$ cat config.mk
export PLATFORM = sky130hd
export DESIGN_NAME = prefetch_tracking_table_core
export DESIGN_NICKNAME = d
export VERILOG_FILES = /design/src/hdl/ptt_pkg.sv /design/src/hdl/prefetch_tracking_table_core.sv
export VERILOG_INCLUDE_DIRS = /design/src /design/src/hdl
export SDC_FILE = /design/constraint.sdc
export NUM_CORES = 2
export LEC_CHECK = 0
export BUFFER_PORTS_ARGS = -buffer_cell sky130_fd_sc_hd__buf_4
export CAP_MARGIN = 10
export CORE_ASPECT_RATIO = 0.8
export CORE_MARGIN = 5
export CORE_UTILIZATION = 66
export DETAILED_ROUTE_END_ITERATION = 16
export PLACE_DENSITY = 0.85
export SYNTH_ARGS = -nofsm -noshare
export SYNTH_HDL_FRONTEND = slang
export SYNTH_SLANG_ARGS = --single-unit
$ cat constraint.sdc
create_clock -name clk -period 22.2 [get_ports clk]
set_input_delay 4.44 -clock clk [delete_from_list [all_inputs] [get_ports clk]]
set_output_delay 4.44 -clock clk [all_outputs]
set_load 0.005 [all_outputs]
$ cat src/hdl/assert_macros.svh
// Assertion macros shared by the prefetch tracking table RTL.
// Uses the clk and arst_n names of the including module; no other dependencies.
`ifndef ASSERT_MACROS_SVH
`define ASSERT_MACROS_SVH
`ifndef SYNTH
// Same-cycle property, off during reset.
`define PTT_ASSERT(lbl, prop) \
	lbl: assert property (@(posedge clk) disable iff (!arst_n) prop) \
		else $error("ptt: assertion failed");
// Condition in one cycle implies a property in the next.
`define PTT_ASSERT_NEXT(lbl, pre, post) \
	lbl: assert property (@(posedge clk) disable iff (!arst_n) (pre) |=> (post)) \
		else $error("ptt: next-cycle assertion failed");
`else
`define PTT_ASSERT(lbl, prop)
`define PTT_ASSERT_NEXT(lbl, pre, post)
`endif
`endif

$ cat src/hdl/ptt_pkg.sv
// Package for the prefetch tracking table: payload structs, op and outcome codes,
// register map and sizing constants. No dependencies.
`default_nettype none

package ptt_pkg;

	localparam int ADDR_W        = 48;
	localparam int CNT_W         = 32;
	localparam int LSZ_W         = 4;
	localparam int OP_W          = 3;
	localparam int TABLE_ENTRIES_DEF = 16;

	localparam logic [LSZ_W-1:0] LSZ_MIN   = 4'd2;
	localparam logic [LSZ_W-1:0] LSZ_MAX   = 4'd12;
	localparam logic [LSZ_W-1:0] LSZ_RESET = 4'd6;

	// APB map: one 32-bit register per word
	localparam int PADDR_W = 3;
	localparam int PDATA_W = 32;
	localparam logic [PADDR_W-3:0] REG_LINE_SIZE = 1'b0;

	localparam logic [OP_W-1:0] OP_PREFETCH = 3'd0;
	localparam logic [OP_W-1:0] OP_READ     = 3'd1;
	localparam logic [OP_W-1:0] OP_WRITE    = 3'd2;
	localparam logic [OP_W-1:0] OP_EVICT    = 3'd3;
	localparam logic [OP_W-1:0] OP_OTHER    = 3'd4;

	typedef enum logic [2:0] {
		OUT_NONE    = 3'd0,
		OUT_ISSUED  = 3'd1,
		OUT_USED    = 3'd2,
		OUT_LATE    = 3'd3,
		OUT_UNUSED  = 3'd4,
		OUT_DROPPED = 3'd5
	} outcome_t;

	typedef struct packed {
		logic [OP_W-1:0]   op;
		logic [ADDR_W-1:0] addr;
		logic              hit;
	} req_t;

	typedef struct packed {
		logic              issue_valid;
		logic [ADDR_W-1:0] issue_addr;
		outcome_t          outcome;
		logic [CNT_W-1:0]  issued_count;
		logic [CNT_W-1:0]  used_count;
		logic [CNT_W-1:0]  unused_count;
	} rsp_t;

endpackage

`default_nettype wire

$ cat src/hdl/prefetch_tracking_table_core.sv
// Prefetch tracking table: fully associative table of outstanding prefetched lines,
// usefulness counters and APB line-size register. Depends on ptt_pkg, assert_macros.svh.
//
//  channel | direction | signals                         | accepted when
//  --------+-----------+---------------------------------+-------------------------------
//  req     | in        | req_valid, req_stall, req       | req_valid & !req_stall
//  rsp     | out       | rsp_valid, rsp_stall, rsp       | rsp_valid & !rsp_stall
//  apb     | in        | psel, penable, pwrite, paddr... | psel & penable & pwrite & pready
//
// One item per cycle while rsp_stall is low; path: input register, then result register.
// The lookup, insert/remove and counter update sit between those two registers; the
// table and counters are written at the edge the result register loads, so the next
// item always sees the previous one's effect.
// Reset clears the valid bits and counters at once; no clearing pass is needed.
// A stalled result holds the input register; req_stall rises only while it is full.
`default_nettype none
`include "assert_macros.svh"

module prefetch_tracking_table_core
	import ptt_pkg::*;
#(
	parameter int TABLE_ENTRIES = TABLE_ENTRIES_DEF
) (
	input  wire logic               clk,
	input  wire logic               arst_n,
	// config port
	input  wire logic               psel,
	input  wire logic               penable,
	input  wire logic               pwrite,
	input  wire logic [PADDR_W-1:0] paddr,
	input  wire logic [PDATA_W-1:0] pwdata,
	output      logic [PDATA_W-1:0] prdata,
	output      logic               pready,
	// request channel
	input  wire logic               req_valid,
	output      logic               req_stall,
	input  wire req_t               req,
	// result channel
	output      logic               rsp_valid,
	input  wire logic               rsp_stall,
	output      rsp_t               rsp
);

	localparam int IDX_W = (TABLE_ENTRIES > 1) ? $clog2(TABLE_ENTRIES) : 1;

	// ---------------------------------------------------------------- config
	logic [LSZ_W-1:0] lsz_q;
	logic             cfg_wr;

	assign pready = 1'b1;
	assign cfg_wr = psel && penable && pwrite && pready
		&& (paddr[PADDR_W-1:2] == REG_LINE_SIZE);

	always_ff @(posedge clk or negedge arst_n) begin
		if (!arst_n) begin
			lsz_q <= LSZ_RESET;
		end else if (cfg_wr) begin
			lsz_q <= pwdata[LSZ_W-1:0];
		end
	end

	always_comb begin
		prdata = '0;
		if (paddr[PADDR_W-1:2] == REG_LINE_SIZE) begin
			prdata = PDATA_W'(lsz_q);
		end
	end

	// ---------------------------------------------------------------- handshake
	logic valid_s1;
	req_t req_s1;
	logic rsp_valid_q;
	rsp_t rsp_q;
	logic adv;       // s1 item moves into the result register
	logic take;      // new item enters s1

	assign adv       = valid_s1 && (!rsp_valid_q || !rsp_stall);
	assign req_stall = valid_s1 && !adv;
	assign take      = req_valid && !req_stall;
	assign rsp_valid = rsp_valid_q;
	assign rsp       = rsp_q;

	always_ff @(posedge clk or negedge arst_n) begin
		if (!arst_n) begin
			valid_s1    <= 1'b0;
			rsp_valid_q <= 1'b0;
		end else begin
			if (take) begin
				valid_s1 <= 1'b1;
			end else if (adv) begin
				valid_s1 <= 1'b0;
			end
			if (adv) begin
				rsp_valid_q <= 1'b1;
			end else if (!rsp_stall) begin
				rsp_valid_q <= 1'b0;
			end
		end
	end

	always_ff @(posedge clk) begin
		if (take) begin
			req_s1 <= req;
		end
	end

	// ---------------------------------------------------------------- table state
	logic [TABLE_ENTRIES-1:0] entry_valid_q;
	logic [ADDR_W-1:0]        entry_addr_q [TABLE_ENTRIES];
	logic [CNT_W-1:0]         issued_q;
	logic [CNT_W-1:0]         used_q;
	logic [CNT_W-1:0]         unused_q;

	// ---------------------------------------------------------------- lookup
	logic [LSZ_W-1:0]         lsz_eff;
	logic [ADDR_W-1:0]        line_mask;
	logic [ADDR_W-1:0]        line;
	logic [TABLE_ENTRIES-1:0] match;
	logic                     found;
	logic [IDX_W-1:0]         match_idx;
	logic                     has_free;
	logic [IDX_W-1:0]         free_idx;

	// clamp line size to the supported range
	always_comb begin
		priority if (lsz_q < LSZ_MIN) begin
			lsz_eff = LSZ_MIN;
		end else if (lsz_q > LSZ_MAX) begin
			lsz_eff = LSZ_MAX;
		end else begin
			lsz_eff = lsz_q;
		end
	end

	always_comb begin
		for (int b = 0; b < ADDR_W; b++) begin
			line_mask[b] = (b >= int'(lsz_eff));
		end
	end

	assign line = req_s1.addr & line_mask;

	always_comb begin
		for (int i = 0; i < TABLE_ENTRIES; i++) begin
			match[i] = entry_valid_q[i] && (entry_addr_q[i] == line);
		end
	end

	// lowest-numbered match and lowest-numbered free slot
	always_comb begin
		found     = 1'b0;
		match_idx = '0;
		has_free  = 1'b0;
		free_idx  = '0;
		for (int i = TABLE_ENTRIES - 1; i >= 0; i--) begin
			if (match[i]) begin
				found     = 1'b1;
				match_idx = IDX_W'(i);
			end
			if (!entry_valid_q[i]) begin
				has_free = 1'b1;
				free_idx = IDX_W'(i);
			end
		end
	end

	// ---------------------------------------------------------------- decision
	logic             set_en;
	logic             clr_en;
	logic             inc_issued;
	logic             inc_used;
	logic             inc_unused;
	outcome_t         outcome;
	logic [CNT_W-1:0] issued_nx;
	logic [CNT_W-1:0] used_nx;
	logic [CNT_W-1:0] unused_nx;

	always_comb begin
		set_en     = 1'b0;
		clr_en     = 1'b0;
		inc_issued = 1'b0;
		inc_used   = 1'b0;
		inc_unused = 1'b0;
		outcome    = OUT_NONE;
		unique case (req_s1.op)
			OP_PREFETCH: begin
				if (!found) begin
					if (has_free) begin
						set_en     = 1'b1;
						inc_issued = 1'b1;
						outcome    = OUT_ISSUED;
					end else begin
						outcome = OUT_DROPPED;
					end
				end
			end
			OP_READ, OP_WRITE: begin
				if (found) begin
					clr_en = 1'b1;
					if (req_s1.hit) begin
						inc_used = 1'b1;
						outcome  = OUT_USED;
					end else begin
						outcome = OUT_LATE;
					end
				end
			end
			OP_EVICT: begin
				if (found) begin
					clr_en     = 1'b1;
					inc_unused = 1'b1;
					outcome    = OUT_UNUSED;
				end
			end
			default: begin
				// other accesses and unused codes leave everything alone
			end
		endcase
	end

	// saturating counters
	assign issued_nx = (inc_issued && issued_q != '1) ? issued_q + 1'b1 : issued_q;
	assign used_nx   = (inc_used   && used_q   != '1) ? used_q   + 1'b1 : used_q;
	assign unused_nx = (inc_unused && unused_q != '1) ? unused_q + 1'b1 : unused_q;

	// ---------------------------------------------------------------- update
	always_ff @(posedge clk or negedge arst_n) begin
		if (!arst_n) begin
			entry_valid_q <= '0;
			issued_q      <= '0;
			used_q        <= '0;
			unused_q      <= '0;
		end else if (adv) begin
			if (set_en) begin
				entry_valid_q[free_idx] <= 1'b1;
			end
			if (clr_en) begin
				entry_valid_q[match_idx] <= 1'b0;
			end
			issued_q <= issued_nx;
			used_q   <= used_nx;
			unused_q <= unused_nx;
		end
	end

	always_ff @(posedge clk) begin
		if (adv && set_en) begin
			entry_addr_q[free_idx] <= line;
		end
	end

	always_ff @(posedge clk) begin
		if (adv) begin
			rsp_q.issue_valid  <= set_en;
			rsp_q.issue_addr   <= set_en ? line : '0;
			rsp_q.outcome      <= outcome;
			rsp_q.issued_count <= issued_nx;
			rsp_q.used_count   <= used_nx;
			rsp_q.unused_count <= unused_nx;
		end
	end

	// ---------------------------------------------------------------- checks
	`PTT_ASSERT(a_issue_matches_outcome, rsp_valid_q |-> (rsp_q.issue_valid == (rsp_q.outcome == OUT_ISSUED)))
	`PTT_ASSERT(a_drop_only_when_full, ($past(adv) && rsp_q.outcome == OUT_DROPPED) |-> $past(&entry_valid_q))
	`PTT_ASSERT(a_issued_moves_with_item, (issued_q != $past(issued_q)) |-> ($past(adv) && rsp_q.outcome == OUT_ISSUED))
	`PTT_ASSERT_NEXT(a_one_entry_per_item, !adv, entry_valid_q == $past(entry_valid_q))

endmodule

`default_nettype wire

# [After elaboration in Yosys (flattened, before gate mapping)]
# Memory sizes are Yosys's and may differ from the RTL's.
# Cells that the tools add are included.
[totals] ramBits=768 memories=1 register_bits=318
[memory_table] memory="entry_addr_q" words=16 width=48 read_ports=16 rd_ports_with_merged_regs=0 write_ports=1 line="prefetch_tracking_table_core.sv:109" source="logic [ADDR_W-1:0] entry_addr_q [TABLE_ENTRIES];"
[classes] n_reduce_logical=37 add_sub_neg=3 magnitude_cmp=21 bitwise_logic=5 mux=98 n_eq_ne=23
[op_table] op="48-bit == test" count=16
[op_table] op="4-bit 2-to-1 mux" count=35
[op_table] op="32-bit by 1-bit adder with 32-bit output (second input constant)" count=3
[op_table] op="32-bit 2-to-1 mux" count=3
[op_table] op="32-bit inequality test (second input constant)" count=3
[op_table] op="1-bit 2-to-1 mux" count=50
[op_table] op="48-bit bitwise AND" count=1
[op_table] op="16-bit 2-to-1 mux" count=3
[op_table] op="4-bit greater-or-equal comparator (first input constant)" count=7
[op_table] op="1-bit logical AND" count=28
[op_table] op="16-bit bitwise AND" count=1
[op_table] op="3-bit by 4-bit greater-or-equal comparator with 1-bit output (first input constant)" count=4
[op_table] op="16-bit NOT" count=1
[op_table] op="16-bit OR" count=1
[op_table] op="4-bit by 5-bit < comparator with 1-bit output (second input constant)" count=2
[op_table] op="3-bit 2-to-1 mux" count=3
[op_table] op="3-bit one-hot mux with 3 select lines" count=1
[op_table] op="1-bit demux with 4-bit select" count=2
[op_table] op="1-bit by 4-bit greater-or-equal comparator with 1-bit output (first input constant)" count=2
[op_table] op="2-bit by 4-bit greater-or-equal comparator with 1-bit output (first input constant)" count=2
[op_table] op="4-bit by 1-bit greater-or-equal comparator with 1-bit output (second input constant)" count=2
[op_table] op="3-bit by 2-bit == test with 1-bit output (second input constant)" count=2
[op_table] op="4-bit > comparator (second input constant)" count=1
[op_table] op="1-bit logical NOT" count=4
[op_table] op="10 further kinds" count=10

# [Longest topological paths before layout]
[logic_depth] depth_word=30 ltp_mapped=17 ltp_nobuf=11

# [Worst setup path after synthesis]
# Ideal clock, no wire load.
[synth_path] kind="input to register" start="input rsp_stall" end="memory entry_addr_q[12][0], enable pin" setup_ns=0.576 required_time_ns=21.624 arrival_ns=9.639 cell_stages=6 path_buffers=1 slack_ns=11.985 path_cell_list="nand2_1 > nand2_1 > inv_1 > clkbuf_1 > nand2b_1 > nor4_1"
[synth_via] elab_chain_len=6
[synth_rtl] item="from (decl)" line="prefetch_tracking_table_core.sv:40" source="input wire logic rsp_stall,"
[synth_rtl] item="1-bit logical NOT"
[synth_rtl] item="1-bit logical OR" line="prefetch_tracking_table_core.sv:77" source="assign adv = valid_s1 && (!rsp_valid_q || !rsp_stall);"
[synth_rtl] item="1-bit logical AND" line="prefetch_tracking_table_core.sv:77"
[synth_rtl] item="1-bit logical AND" line="prefetch_tracking_table_core.sv:247" source="if (adv && set_en) begin"
[synth_rtl] item="1-bit 2-to-1 mux" line="prefetch_tracking_table_core.sv:247"
[synth_rtl] item="1-bit 2-to-1 mux (not written as such)" line="prefetch_tracking_table_core.sv:248" source="entry_addr_q[free_idx] <= line;"
[synth_rtl] item="to (decl)" line="prefetch_tracking_table_core.sv:109"
# No other way between the ends.

# [Final worst setup path]
[layout_path] start="input rsp_stall" end="output req_stall"
[layout_via] elab_chain_len=5
[layout_rtl] item="1-bit logical NOT"
[layout_rtl] item="1-bit logical OR" line="prefetch_tracking_table_core.sv:77"
[layout_rtl] item="1-bit logical AND" line="prefetch_tracking_table_core.sv:77"
[layout_rtl] item="1-bit logical NOT" line="prefetch_tracking_table_core.sv:78" source="assign req_stall = valid_s1 && !adv;"
[layout_rtl] item="1-bit logical AND" line="prefetch_tracking_table_core.sv:78"
[layout_rtl] item="to (decl)" line="prefetch_tracking_table_core.sv:36" source="output logic req_stall,"
# No other way between the ends.

==> flow_summary.toml <==
[critical_path]
crit_path_end_kind = "output port"
path_common_cell = "buf_4"
critical_path_class = "input pin to output port"
worstRegToRegCells = 13
cp_max_fo = 3
critical_path.cell_chain = "buf_4 -> nand3_1 -> inv_1 -> buf_4"
r2r-end = "entry_addr_q[14][19]"
required_ns = 17.76
r2r_slack_ns = 15.12
slowest_stage = "nand3_1"
timing.critical_path.arrival_ns = 4.87
timing.rr.start = "lsz_q[3]"
start_kind = "input pin"
worstSetupStartpoint = "rsp_stall"
max_stage_delay_ns = 0.13

[yosys]
ys.flop_type = "edfxtp_1"
yosys-top-cells-area = "edfxtp_1 (59%), xnor2_1 (8.0%), xor2_1 (6.9%)"
synthArstFlopShare_pct = 10.9
synthCells = 3614
yosysMostFrequentCell = "edfxtp_1"
ys.warnings.count = 0
syn_area_um2 = 49500
yosysTopAreaCell = "edfxtp_1"
avgSynthCellArea_um2 = 13.7
synth_cell_type_count = 87
synth_top_area_share_pct = 58.6
synth_edf_count = 966
synth-seq-cells = 1084
netlist_top_cells_count = "edfxtp_1 (966), xnor2_1 (454), xor2_1 (388)"
ys_seq_area_share_pct = 64.6

[sta]
clock-skew-final_ns = 0.0289
min_period_over_period_pct = 41.9
drv_slew = 0
worst_pin_slew_ns = 1.35
holdWs_ns = 0.514
fin_crit_ns = 9.31
hold_viol = 0
finalSetupViolCount = 0
rsz0062_at_grt = "false"
tns_ns = 0
relSlewSlack_pct = 8.67
max_clock_freq_mhz = 107

[cts]
hold_buffers = 0
htree_levels = 3
cts_setup_buffers = 0
cts_resized = 0
clk_latency_ns = 0.69
cts_buffers = 102
cts_tree = "done"
cts_root_buf = "clkbuf_16"
path_clk_slew_ns = 0.06
clk_path_buf_depth = 3
numClockSinks = 1084

[routing]
drtAntennaViolNets = 0
via_per_inst = 6.68
firstDrtPassIters = 6
drc_errors = 0
vias = 33200
wl_per_cell_um = 27.6
drtIter0Drc = 5499
wl_mm = 137

[grt]
grt_first_pass_wirelength_mm = 202
grt_max_degree = 84
grt_usage_pct = 33.7
antenna_found_initial = 5
grt-ovfl-total = 0
grt_pass1_vias = 32200

[hold_path]
hold_path.startpoint = "unused_q[30]"
hold_depth = 1
hold-path-endpoint = "unused_q[30]"
hold_class = "flop to flop"

[outcome]
status = "finished, final reports clean"

[layout]
multi_input_area_um2 = 16600
area_growth_pct = 12.9
drive_above_1_share_pct = 13.5
final_nets = 3971
nFillCells = 4418
seqCellArea_um2 = 32000
design_area_um2 = 55800

[pwr]
p_int_mw = 3.53
p_leak_nw = 19.2
switching_share_pct = 24.7
p_per_area_nw_per_um2 = 84.0
pwr-share-clk_pct = 39.9
combPwrFrac_pct = 10.7
netSwitchingPower_mw = 1.16
vdd_drop_max_v = 0.0000778
sequentialPowerShare_pct = 49.4
finalPower_mw = 4.69

[floorplanning]
dieWidth_um = 316
coreArea_um2 = 74100
die_height_um = 255
start_util_pct = 66.8
io_pins = 277
die-area_um2 = 80600
rows = 89

[place]
gp_congestion = 1.01
port_buffers = 215
place_area_um2 = 52300
hpwl_mm = 83.1

[run]
maxCapViolCount = 0
[cell usage in the layout, fill, tap and decap left out, types with 113 or more instances in the layout]
| master | n |
|---|---|
| nand4_1 | 219 |
| and3_1 | 126 |
| nor2_1 | 113 |
| nand2_1 | 121 |
| edfxtp_1 | 966 |
| nand3_1 | 129 |
| nor4_1 | 158 |
| xnor2_1 | 454 |
| xor2_1 | 388 |
| buf_4 | 301 |
| dfrtp_1 | 115 |
[area by class of cell]
type	instances	area share [%]
flip-flops and latches	1084	57.2
inverters	37	0.262
repair buffers	301	4.05
clock inverters	64	1.51
diodes	1	0.00448
well taps	1001	2.24
clock buffers	126	4.90
multi-input cells	2348	29.8
[power groups by stage]
stage	Sequential (mW)	Combinational, mW	Clock, mW
floorplan	2.36	0.272	0
global placement	2.36	0.465	0
detailed placement	2.36	0.479	0
CTS	2.32	0.484	1.88
global route	2.32	0.520	1.97
finish	2.32	0.501	1.87
[stage by stage]
step | util [%] | setup slack (ns) | std cells
floorplan | - | 11.98 | 3675
global placement | 70.6 | 12.93 | 4771
detailed placement | 70.6 | 12.89 | 4771
CTS | 75.4 | 12.89 | 4961
global route | 75.4 | 12.86 | 4961
finish | 75.4 | 12.89 | 4962
[per-layer routing]
metal / up-vias / global-route usage, % / wire length, um
met5: - / 0 / 13
met3: 462 / 8.17 / 19200
met2: 2452 / 50.6 / 61000
li1: 14100 / - / -
met1: 16200 / 48.2 / 50100
met4: 2 / 13.9 / 6680
[logic make-up after synthesis]
logic type	count (synthesis)	share of synthesized area, %
AO/OA/AOI/OAI	251	3.76
XOR/XNOR	842	14.9
adder cells (fa/ha/maj)	3	0.0759
buffers and inverters	243	2.46
flip-flops	1084	64.6
multiplexers	10	0.228
other	2	0.0152
AND/OR/NAND/NOR	1179	14.0
[flip-flops by register name (all words and copies together), names as in the netlist]
| register | count |
|---|---|
| entry_addr_q | 768 |
| entry_valid_q | 16 |
| issued_q | 32 |
| lsz_q | 4 |
| req_s1 | 50 |
| rsp | 148 |
| rsp_valid | 1 |
| unused_q | 32 |
| used_q | 32 |
| valid_s1 | 1 |
[how the worst max path moves through the flow]
stage,cells past startpoint,endpoint
3_3_place_gp,4,req_stall
5_1_grt,4,req_stall
6_report,4,req_stall
3_5_place_dp,4,req_stall
4_1_cts,4,req_stall
2_1_floorplan,6,entry_addr_q[12][0]
[critical path, delay by kind of cell]
family	cells	cell delay, ns
buf+inv	3	0.30
simple gates	1	0.13
Power figures use the tool's default switching activity.
